==> config.mk <==
export PLATFORM = sky130hd
export DESIGN_NAME = tah_fifo
export DESIGN_NICKNAME = d
export VERILOG_FILES = /design/src/design/tah_pkg.sv /design/src/design/tah_fifo.sv
export SDC_FILE = /design/constraint.sdc
export NUM_CORES = 1
export LEC_CHECK = 0
export BUFFER_PORTS_ARGS = -buffer_cell sky130_fd_sc_hd__buf_2
export CORE_MARGIN = 2
export CORE_UTILIZATION = 45
export DETAILED_ROUTE_END_ITERATION = 10
export GPL_ROUTABILITY_DRIVEN = 0
export GPL_TIMING_DRIVEN = 0
export MAX_ROUTING_LAYER = met4
export PLACE_DENSITY = 0.72
export SLEW_MARGIN = 5
export SYNTH_ARGS = -nofsm -noshare
export SYNTH_HDL_FRONTEND = slang
export SYNTH_SLANG_ARGS = --single-unit
==> constraint.sdc <==
create_clock -name clk -period 7.61 [get_ports clk]
set_input_delay 0.3805 -clock clk [delete_from_list [all_inputs] [get_ports clk]]
set_output_delay 0.3805 -clock clk [all_outputs]
set_load 0.005 [all_outputs]
==> src/design/tah_pkg.sv <==
// ----------------------------------------------------------------------------
// tah_pkg
// shared constants, types and the cordic angle table
// ----------------------------------------------------------------------------
package tah_pkg;

	localparam int CORDIC_STAGES = 20;
	localparam int CORDIC_N = (CORDIC_STAGES > 32) ? 32 : CORDIC_STAGES;
	localparam int NORM_N = 5;
	localparam int ROOT_N = 32;
	localparam int REM_W = 36;
	localparam int OP_W = 33;
	localparam int CW = 37;
	localparam int ZW = 26;
	localparam int LANE_LAT = NORM_N + CORDIC_N + 2;
	localparam int IN_W = 112;
	localparam int OUT_W = 32;
	localparam int LANES = 3;
	localparam int LANE_HEAD = 0;
	localparam int LANE_TX = 1;
	localparam int LANE_TY = 2;
	localparam int FIFO_DEPTH = 4;
	localparam int PTR_W = 2;

	localparam logic signed [ZW-1:0] DEG90 = 26'sd5898240;
	localparam logic signed [ZW-1:0] DEG180 = 26'sd11796480;

	typedef struct packed {
		logic signed [OP_W-1:0] y;
		logic signed [OP_W-1:0] x;
	} pair_t;

	typedef pair_t [LANES-1:0] item_t;

	typedef struct packed {
		logic yz;
		logic xz;
		logic xn;
		logic yn;
	} flags_t;

	typedef struct packed {
		logic valid;
		logic full;
	} q_stat_t;

	function automatic logic signed [ZW-1:0] atan_tab(input int i);
		case (i)
			0: return 26'sd2949120;
			1: return 26'sd1740967;
			2: return 26'sd919879;
			3: return 26'sd466945;
			4: return 26'sd234379;
			5: return 26'sd117304;
			6: return 26'sd58666;
			7: return 26'sd29335;
			8: return 26'sd14668;
			9: return 26'sd7334;
			10: return 26'sd3667;
			11: return 26'sd1833;
			12: return 26'sd917;
			13: return 26'sd458;
			14: return 26'sd229;
			15: return 26'sd115;
			16: return 26'sd57;
			17: return 26'sd29;
			18: return 26'sd14;
			19: return 26'sd7;
			20: return 26'sd4;
			21: return 26'sd2;
			22: return 26'sd1;
			default: return 26'sd0;
		endcase
	endfunction

endpackage

==> src/design/tah_fifo.sv <==
// ----------------------------------------------------------------------------
// tah_fifo
// short queue of operand words between front and back
// ----------------------------------------------------------------------------
module tah_fifo (
	input  logic              clk,
	input  logic              arst_n,
	input  logic              push,
	input  tah_pkg::item_t    push_item,
	input  logic              pop,
	output tah_pkg::q_stat_t  q_stat,
	output tah_pkg::item_t    pop_item
);

	localparam int PW = tah_pkg::PTR_W;

	tah_pkg::item_t mem_q [0:tah_pkg::FIFO_DEPTH-1];
	logic [PW-1:0] wr_q, rd_q;
	logic [PW:0]   cnt_q;

	always_ff @(posedge clk or negedge arst_n) begin
		if (!arst_n) begin
			wr_q <= '0;
			rd_q <= '0;
			cnt_q <= '0;
		end else begin
			if (push) wr_q <= wr_q + 1'b1;
			if (pop) rd_q <= rd_q + 1'b1;
			cnt_q <= cnt_q + {{PW{1'b0}}, push} - {{PW{1'b0}}, pop};
		end
	end

	always_ff @(posedge clk) begin
		if (push) mem_q[wr_q] <= push_item;
	end

	assign q_stat.valid = (cnt_q != '0);
	assign q_stat.full = (cnt_q == (PW+1)'(tah_pkg::FIFO_DEPTH));
	assign pop_item = mem_q[rd_q];

endmodule

==> run_results.csv, run 1 <==
group,metric,value,unit
outcome,status,"finished clean",
floorplanning,fp.dieH,258,microns
worst_setup_path,crit_path_frequent_cell,"buf_2",
routing,drt-initial-drc-count,1088,
worst_setup_path,worstReg2RegStart,"wr_q[0]",
yosys,yosysUniqueCellTypes,16,
floorplanning,die_w,258,microns
sta,finalCriticalPeriod,2.98,ns
cts,root_buffer,"clkbuf_16",
yosys,ys_ff_latch,799,
placement,place_worst_setup_slack,5.11,ns
routing,detail_route.first_pass.iterations,5,
routing,dr_total_vias,14000,
sta,rsz0062_at_grt,"no",
sta,fmaxAchievable,336,MHz
flow_run,maxCapViolations,0,
final_layout,nets,1976,
final_layout,area_growth,27.5,%
final_layout,drive_gt1_share,42.5,%
yosys,syn_inst,1068,
yosys,avgSynthCellArea,27.1,sq um
sta,tightestPinTransition,0.881,ns
final_layout,most-common-layout-cells,"edfxtp_1 (792), buf_2 (422), dlygate4sd3_1 (200)",
sta,report.final.slew_viol_count,0,
sta,fin_ws,4.63,ns
final_layout,layout_commonest_cell,"edfxtp_1",
cts,cts_inserted_buffers,80,
yosys,yosysSeqAreaShare,82.6,%
sta,clock_skew,0.0185,ns
cts,clock_latency,0.61,ns
routing,remaining_drc_errors,0,
floorplanning,die_area,66500,sq um
worst_setup_path,path_cells,"buf_2, buf_2, buf_2, mux4_2, buf_2",
global_routing,grt_max_degree,56,
sta,period_share,39.2,%
yosys,synth-warning-count,0,
cts,cts_tree,"built",
placement,dp_hpwl,36800,microns
pwr,p_leak,12.8,nW
global_routing,grt_util_all_layers,18.9,%
worst_setup_path,path_buf_inv,4,
yosys,post_synth_instance_area,29000,sq um
floorplanning,start_util,45.2,%
pwr,powerDensity,367,nW/um^2
global_routing,grt_pass1_vias,15100,
routing,met3WireLength,3970,microns
worst_setup_path,cp_top_family,"buffers and inverters",
cts,cts_buffer_depth,3,
yosys,synthesis.nets,1277,
worst_setup_path,critPathLaunch,"rd_q[1]",
floorplanning,ios,402,
global_routing,antenna_found_initial,7,
routing,wl_met2,31100,microns
worst_setup_path,max_stage_delay,0.41,ns
placement,dp_cells,2340,
sta,setup_viol,0,
routing,ant_nets,0,
worst_setup_path,slowest_stage,"buf_2",
cts,numClockSinks,799,
sta,hold_slack,0.0775,ns
routing,highest_layer,"met4",
min_path,hold_path.startpoint,"push",
sta,final-hold-violation-count,0,
routing,wl_per_cell,22.5,microns
placement,io_buffers,401,
sta,relSlewSlack,41.3,%
routing,vias_per_cell,5.20,
floorplanning,row_count,93,
routing,routed_wl,60600,microns
pwr,ir_drop,233,uV
worst_setup_path,critical_path_arrival,2.60,ns
cts,htreeDepth,3,
floorplanning,core_region_area,64100,sq um
final_layout,final_util,57.7,%
cts,cts_resized,0,
final_layout,final_cell_count_no_fill,2691,
worst_setup_path,worstSetupPathType,"reg2out",
worst_setup_path,worstPathRequired,7.23,ns
worst_setup_path,worstPathMaxFanout,10,
global_routing,grt-ovfl-total,0,
worst_setup_path,cp-start-kind,"flip-flop",
pwr,power.total,13.6,mW
min_path,hold_class,"in2reg",
global_routing,grt_pass1_wl,91700,microns
worst_setup_path,crit_path_end_kind,"primary output",
routing,met1Wirelength,23600,microns
cts,clk_pin_slew,0.06,ns
==> cell type report <==
class / instances / area (sq um)
Timing Repair Buffer: 617 / 4400
Inverter: 6 / 22.5
Antenna cell: 7 / 17.5
Clock inverter: 46 / 389
Multi-Input combinational cell: 219 / 4660
Tap cell: 855 / 1070
Sequential cell: 799 / 24000
Buffer: 44 / 360
Clock buffer: 98 / 2090
Fill cell: 4599 / 27100
==> power breakdown <==
part           internal, mW  switching, mW
Sequential             5.74          0.167
Clock                  2.13           1.58
Combinational          1.92           2.03
==> worst register-to-register path, delay by kind of cell, from the launching register on <==
family,cells,cell delay (ns)
adder cells (fa/ha/maj),1,0.15
buffers and inverters,3,0.81
flip-flops,1,0.42
AND/OR/NAND/NOR,1,0.67
==> Yosys cell counts <==
cell	n	area, sq um
nand2_1	2	7.51
fa_1	1	20.0
or3_1	1	6.26
buf_4	1	7.51
buf_2	21	105
edfxtp_1	792	23800
buf_6	22	248
inv_1	6	22.5
ha_1	6	75.1
o21ai_0	1	5.00
dfrtp_1	7	175
xnor2_1	3	26.3
and2_1	4	25.0
xor2_1	2	17.5
and3_1	1	6.26
mux4_2	198	4460
==> layer usage <==
metal	up-vias	GRT usage, %
met5	-	-
met4	0	6.97
met3	120	4.26
met2	487	30.7
met1	7303	23.4
li1	6073	-
==> state kept, by name, summed over array words and instances (netlist names) <==
register	cells
wr_q	2
mem_q	792
rd_q	2
cnt_q	3
==> kinds of logic (layout without fill, tap and decap cells) <==
family | Yosys count | count (layout) | synth area share [%]
XOR/XNOR | 5 | 5 | 0.151
AND/OR/NAND/NOR | 8 | 8 | 0.155
flip-flops | 799 | 799 | 82.6
multiplexers | 198 | 198 | 15.4
buffers and inverters | 50 | 811 | 1.32
adder cells (fa/ha/maj) | 7 | 7 | 0.328
other | 0 | 7 | 0
AO/OA/AOI/OAI | 1 | 1 | 0.0172
==> final timing paths <==
check / to / slack [ns] / cells past startpoint
max: pop_item[125] / 4.63 / 5
min: wr_q[0] / 0.08 / 2
max reg2reg: mem_q[0][113] / 5.17 / 5
min reg2reg: wr_q[0] / 0.54 / 1
max in group asynchronous: rd_q[1] / 7.21 / 2
min in group asynchronous: cnt_q[0] / 0.23 / 2
==> what timing repair did <==
item                                   CTS  global route
setup buffers                            0             0
endpoints found under the hold margin  800             0
hold buffers                           200             0
==> through the flow <==
step / TNS [ns] / area (sq um)
after floorplan: 0 / 29000
after global placement: -1474.36 / 32100
after detailed placement: 0 / 32500
after CTS: 0 / 37000
after global routing: 0 / 37000
final: 0 / 37000
No activity file was read; power rests on OpenSTA's default activity.
==> run 2: changes to the inputs <==
==> constraint.sdc (replaced) <==
create_clock -name clk -period 2.8 [get_ports clk]
set_input_delay 0.14 -clock clk [delete_from_list [all_inputs] [get_ports clk]]
set_output_delay 0.14 -clock clk [all_outputs]
set_load 0.005 [all_outputs]
==> run 2 against run 1 <==
Final cell count is 0.19% lower. Critical path depth stayed put. Combinational power grew to 2.7 times the previous value. Sequential power grew to 2.7 times the previous value. Die area stayed put. Hold slack better by 0.20 ns. Register-to-register slack worse by 4.9 ns. Clock power grew to 2.9 times the previous value. Flip-flop and latch count stayed put.
==> run_results.csv, run 2 (synthesis gave the netlist of run 1 again) <==
group,metric,value,unit
worst_setup_path,cp-start-kind,"flip-flop",
global_routing,grt_max_degree,55,
final_layout,layout_commonest_cell,"edfxtp_1",
floorplanning,core_region_area,64100,sq um
placement,dp_hpwl,36500,microns
sta,rsz0062_at_grt,"no",
cts,cts_tree,"built",
pwr,pwr-share-seq,42.8,%
sta,final-hold-violation-count,0,
global_routing,grt_util_all_layers,18.8,%
floorplanning,die_area,66500,sq um
sta,period_share,91.7,%
pwr,combPwrFrac,28.5,%
cts,numClockSinks,799,
worst_setup_path,ff2ff_setup_slack,0.32,ns
cts,clk_pin_slew,0.06,ns
placement,placed_cell_area,32400,sq um
routing,ant_nets,0,
sta,relSlewSlack,44.4,%
final_layout,drive_gt1_share,42.3,%
final_layout,nets,1974,
global_routing,grt_pass1_vias,15100,
sta,fmaxAchievable,389,MHz
min_path,hold_class,"in2reg",
sta,finalCriticalPeriod,2.57,ns
global_routing,antenna_found_initial,3,
worst_setup_path,crit_path_end_kind,"primary output",
cts,clock_latency,0.60,ns
pwr,power.total,37.6,mW
floorplanning,ios,402,
final_layout,regMostFlops,"mem_q",
outcome,status,"finished clean",
final_layout,area_growth,28.0,%
routing,wl_per_cell,22.6,microns
routing,routed_wl,60700,microns
sta,tightestPinTransition,0.834,ns
pwr,p_leak,12.8,nW
sta,clock_skew,0.0172,ns
routing,remaining_drc_errors,0,
pwr,p_sw,10.3,mW
final_layout,largestRegisters,"mem_q (792), cnt_q (3)",
routing,detail_route.first_pass.iterations,5,
pwr,p_sw_share,27.4,%
pwr,intPower,27.3,mW
floorplanning,fp.dieH,258,microns
final_layout,most-common-layout-cells,"edfxtp_1 (792), buf_2 (420), dlygate4sd3_1 (202)",
placement,io_buffers,401,
final_layout,fillers,4470,
cts,cts_buffer_depth,3,
sta,report.final.slew_viol_count,0,
floorplanning,row_count,93,
pwr,ir_drop,684,uV
cts,cts_inserted_buffers,80,
routing,drt-initial-drc-count,1023,
final_layout,fin_area,37100,sq um
global_routing,grt-ovfl-total,0,
cts,root_buffer,"clkbuf_16",
worst_setup_path,worstPathRequired,2.66,ns
worst_setup_path,worstPathMaxFanout,10,
global_routing,grt_pass1_wl,90900,microns
floorplanning,start_util,45.2,%
final_layout,largest_register_ffs,792,
routing,vias_per_cell,5.21,
routing,dr_total_vias,14000,
floorplanning,die_w,258,microns
worst_setup_path,critical_path_arrival,2.43,ns
cts,htreeDepth,3,
flow_run,maxCapViolations,0,
sta,hold_slack,0.279,ns
pwr,pwr-share-clk,28.7,%
pwr,powerDensity,1010,nW/um^2
sta,setup_viol,0,
worst_setup_path,worstSetupPathType,"reg2out",
[run 2: path summary, 6_finish.rpt]
kind / from / end / cells after the start
worst max-delay path: rd_q[1] / pop_item[119] / 5
worst min-delay path: push_item[9] / mem_q[2][9] / 2
worst max register to register: wr_q[0] / mem_q[2][117] / 5
worst min register to register: wr_q[0] / wr_q[0] / 1
max in group asynchronous: arst_n / cnt_q[0] / 3
min in group asynchronous: arst_n / rd_q[1] / 3
[run 2: timing repair]
item / in CTS / in global routing
buffers inserted: 0 / 0
hold buffers: 202 / 0
endpoints found under the hold margin: 804 / 0
endpoints found under the setup margin: 51 / 0
resized for setup: 2 / 0
[run 2: metal layers]
| metal | track usage, % | share of wire [%] | vias up |
|---|---|---|---|
| li1 | - | - | 6075 |
| met1 | 22.6 | 38 | 7339 |
| met2 | 31.2 | 53 | 461 |
| met3 | 3.94 | 5.9 | 117 |
| met4 | 7.42 | 3.3 | 0 |
| met5 | - | 0 | - |
[run 2: worst max-delay path, cell delays in order (launching register included)]
cell and delay, ns:
dfrtp_1 0.32, buf_4 0.23, buf_4 0.27, buf_2 0.33, mux4_2 0.48, buf_2 0.18
[run 2: power groups by stage]
stage / registers [mW] / clock network, mW / logic, mW
after floorplan: 16.2 / 0 / 6.16
final: 16.1 / 10.8 / 10.7
after detailed placement: 16.3 / 0 / 10.6
after global routing: 16.2 / 11.5 / 11.5
after global placement: 16.4 / 0 / 10.3
after CTS: 16.1 / 11.0 / 11.0
[run 2: through the flow]
stage / worst slack, ns / util, % / instances / TNS, ns
after floorplan: 0.345 / - / 1068 / 0
after global placement: -0.788 / 50.0 / 2324 / -574.19
after detailed placement: 0.321 / 50.5 / 2336 / 0
after CTS: 0.0732 / 57.9 / 2683 / 0
after global routing: 0.0619 / 57.9 / 2686 / 0
final: 0.232 / 57.9 / 2686 / 0
[run 2: final cells by class]
cell class,count,area [sq um],area share [%]
flip-flops and latches,799,24000,64.6
multi-input cells,219,4660,12.6
repair buffers,615,4360,11.7
clock buffers,98,2070,5.58
well taps,855,1070,2.88
clock inverters,47,593,1.60
plain buffers,44,365,0.985
inverters,6,22.5,0.0607
diodes,3,7.51,0.0202
==> run 3: changes to the inputs <==
--- a/config.mk
+++ b/config.mk
@@ -5,7 +5,7 @@
 export SDC_FILE = /design/constraint.sdc
 export NUM_CORES = 1
 export LEC_CHECK = 0
-export BUFFER_PORTS_ARGS = -buffer_cell sky130_fd_sc_hd__buf_2
+export BUFFER_PORTS_ARGS = -buffer_cell sky130_fd_sc_hd__buf_4
 export CORE_MARGIN = 2
 export CORE_UTILIZATION = 45
 export DETAILED_ROUTE_END_ITERATION = 10
==> run 3 against run 2 <==
Non-clock buffer count did not move. Sequential power barely moved. Hold slack got worse by 0.025 ns. Register-to-register slack improved by 0.03 ns. Critical path depth did not move. Cell area rose by 2.8%. Largest power group unchanged. Die area did not move. Wire length fell by 0.76%. Clock power barely moved. Total power rose by 2.9%. Utilization rose by 1.6 points.
==> run_results.csv, run 3 (synthesis gave the netlist of run 1 again) <==
group,metric,value,unit
placement,dp_hpwl,36800,microns
cts,numClockSinks,799,
global_routing,grt_pass1_wl,90600,microns
cts,root_buffer,"clkbuf_16",
final_layout,nets,1975,
worst_setup_path,crit_path_end_kind,"primary output",
final_layout,final_cell_count_no_fill,2690,
worst_setup_path,worstPathMaxFanout,10,
routing,dr_total_vias,13800,
sta,relSlewSlack,45.1,%
final_layout,regMostFlops,"mem_q",
outcome,status,"finished clean",
cts,clk_pin_slew,0.06,ns
routing,routed_wl,60200,microns
sta,report.final.slew_viol_count,0,
worst_setup_path,critical_path_arrival,2.46,ns
final_layout,fillers,4366,
global_routing,antenna_found_initial,4,
global_routing,grt_max_degree,53,
final_layout,fin_area,38100,sq um
worst_setup_path,worstReg2RegStart,"wr_q[0]",
routing,ant_nets,0,
routing,vias_per_cell,5.14,
sta,rsz0062_at_grt,"no",
sta,period_share,93.0,%
cts,htreeDepth,3,
floorplanning,fp.dieH,258,microns
routing,remaining_drc_errors,0,
sta,setup_viol,0,
sta,hold_slack,0.254,ns
routing,wl_per_cell,22.4,microns
floorplanning,ios,402,
global_routing,grt_util_all_layers,18.7,%
cts,cts_tree,"built",
worst_setup_path,ff2ff_setup_slack,0.35,ns
final_layout,area_growth,31.5,%
final_layout,drive_gt1_share,42.4,%
flow_run,maxCapViolations,0,
floorplanning,die_w,258,microns
routing,detail_route.first_pass.iterations,5,
final_layout,layout_commonest_cell,"edfxtp_1",
sta,tightestPinTransition,0.824,ns
worst_setup_path,reg2reg_to,"mem_q[0][97]",
cts,clock_latency,0.62,ns
cts,cts_setup_buffers,0,
floorplanning,die_area,66500,sq um
final_layout,most-common-layout-cells,"edfxtp_1 (792), buf_4 (404), dlygate4sd3_1 (202)",
min_path,worstHoldEndpoint,"mem_q[0][101]",
global_routing,grt_pass1_vias,15000,
floorplanning,row_count,93,
floorplanning,start_util,45.2,%
final_layout,largest_register_ffs,792,
sta,final-hold-violation-count,0,
final_layout,final_util,59.5,%
placement,dp_cells,2336,
min_path,hold_path.startpoint,"push_item[101]",
pwr,ir_drop,749,uV
worst_setup_path,reg2reg_depth,5,
cts,cts_buffer_depth,3,
floorplanning,core_region_area,64100,sq um
worst_setup_path,worstSetupPathType,"reg2out",
sta,fmaxAchievable,384,MHz
final_layout,largestRegisters,"mem_q (792), cnt_q (3)",
pwr,powerDensity,1020,nW/um^2
pwr,power.total,38.7,mW
cts,cts_inserted_buffers,81,
worst_setup_path,worstPathRequired,2.66,ns
sta,finalCriticalPeriod,2.60,ns
routing,drt-initial-drc-count,963,
min_path,whs_path_depth,2,
worst_setup_path,critPathLaunch,"rd_q[1]",
placement,placed_cell_area,33400,sq um
placement,io_buffers,401,
min_path,hold_class,"in2reg",
pwr,p_leak,13.2,nW
sta,clock_skew,0.0185,ns
worst_setup_path,cp-start-kind,"flip-flop",
global_routing,grt-ovfl-total,0,
[run 3: cell count changes in the layout (fill, tap and decap cells not counted), moves of 2 or more]
cell        change
bufinv_16       -3
clkinv_1        +6
inv_16          +2
clkbuf_1        -5
buf_2         -401
buf_4         +401
clkinv_16       +2
clkinvlp_4      +2
[run 3: per-layer routing]
metal / global-route usage, % / routed length, microns
met5: - / 0
met4: 6.58 / 1640
met3: 3.88 / 3300
met2: 31.3 / 32000
met1: 22.8 / 23300
[run 3: worst max-delay path by stage]
stage | slack [ns] | cells after the start | endpoint
final | 0.20 | 5 | pop_item[119]
after global routing | 0.05 | 5 | pop_item[119]
after CTS | 0.08 | 5 | pop_item[119]
after detailed placement | 0.27 | 5 | mem_q[2][95]
after global placement | -0.81 | 3 | mem_q[0][94]
after floorplan | 0.35 | 3 | mem_q[0][0]
[run 3: where the power goes]
group,switching (mW),total (mW),internal [mW]
Combinational,5.64,11.9,6.24
Sequential,0.452,16.1,15.6
Clock,4.45,10.8,6.30
[run 3: worst max-delay path, stage by stage, from the launching register on]
cell and delay (ns):
dfrtp_1 0.31, buf_2 0.32, buf_4 0.31, buf_4 0.26
mux4_2 0.45, buf_4 0.19
[run 3: layout make-up]
cell class / instances / area [sq um] / area share, %
Antenna cell: 4 / 10.0 / 0.0263
Sequential cell: 799 / 24000 / 62.8
Clock buffer: 94 / 2080 / 5.44
Tap cell: 855 / 1070 / 2.81
Inverter: 6 / 22.5 / 0.0591
Multi-Input combinational cell: 219 / 4660 / 12.2
Clock inverter: 54 / 609 / 1.60
Buffer: 44 / 365 / 0.958
Timing Repair Buffer: 615 / 5360 / 14.1
[run 3: stage by stage]
| step | worst slack, ns | setup TNS (ns) |
|---|---|---|
| 5_1_grt | 0.0542 | 0 |
| 2_1_floorplan | 0.345 | 0 |
| 3_3_place_gp | -0.812 | -591.90 |
| 6_report | 0.197 | 0 |
| 3_5_place_dp | 0.270 | 0 |
| 4_1_cts | 0.0799 | 0 |
[run 3: repair_timing]
item,in CTS,in global routing
hold buffers,202,0
endpoints found under the hold margin,805,0
resized for setup,2,0
setup endpoints to repair,17,0
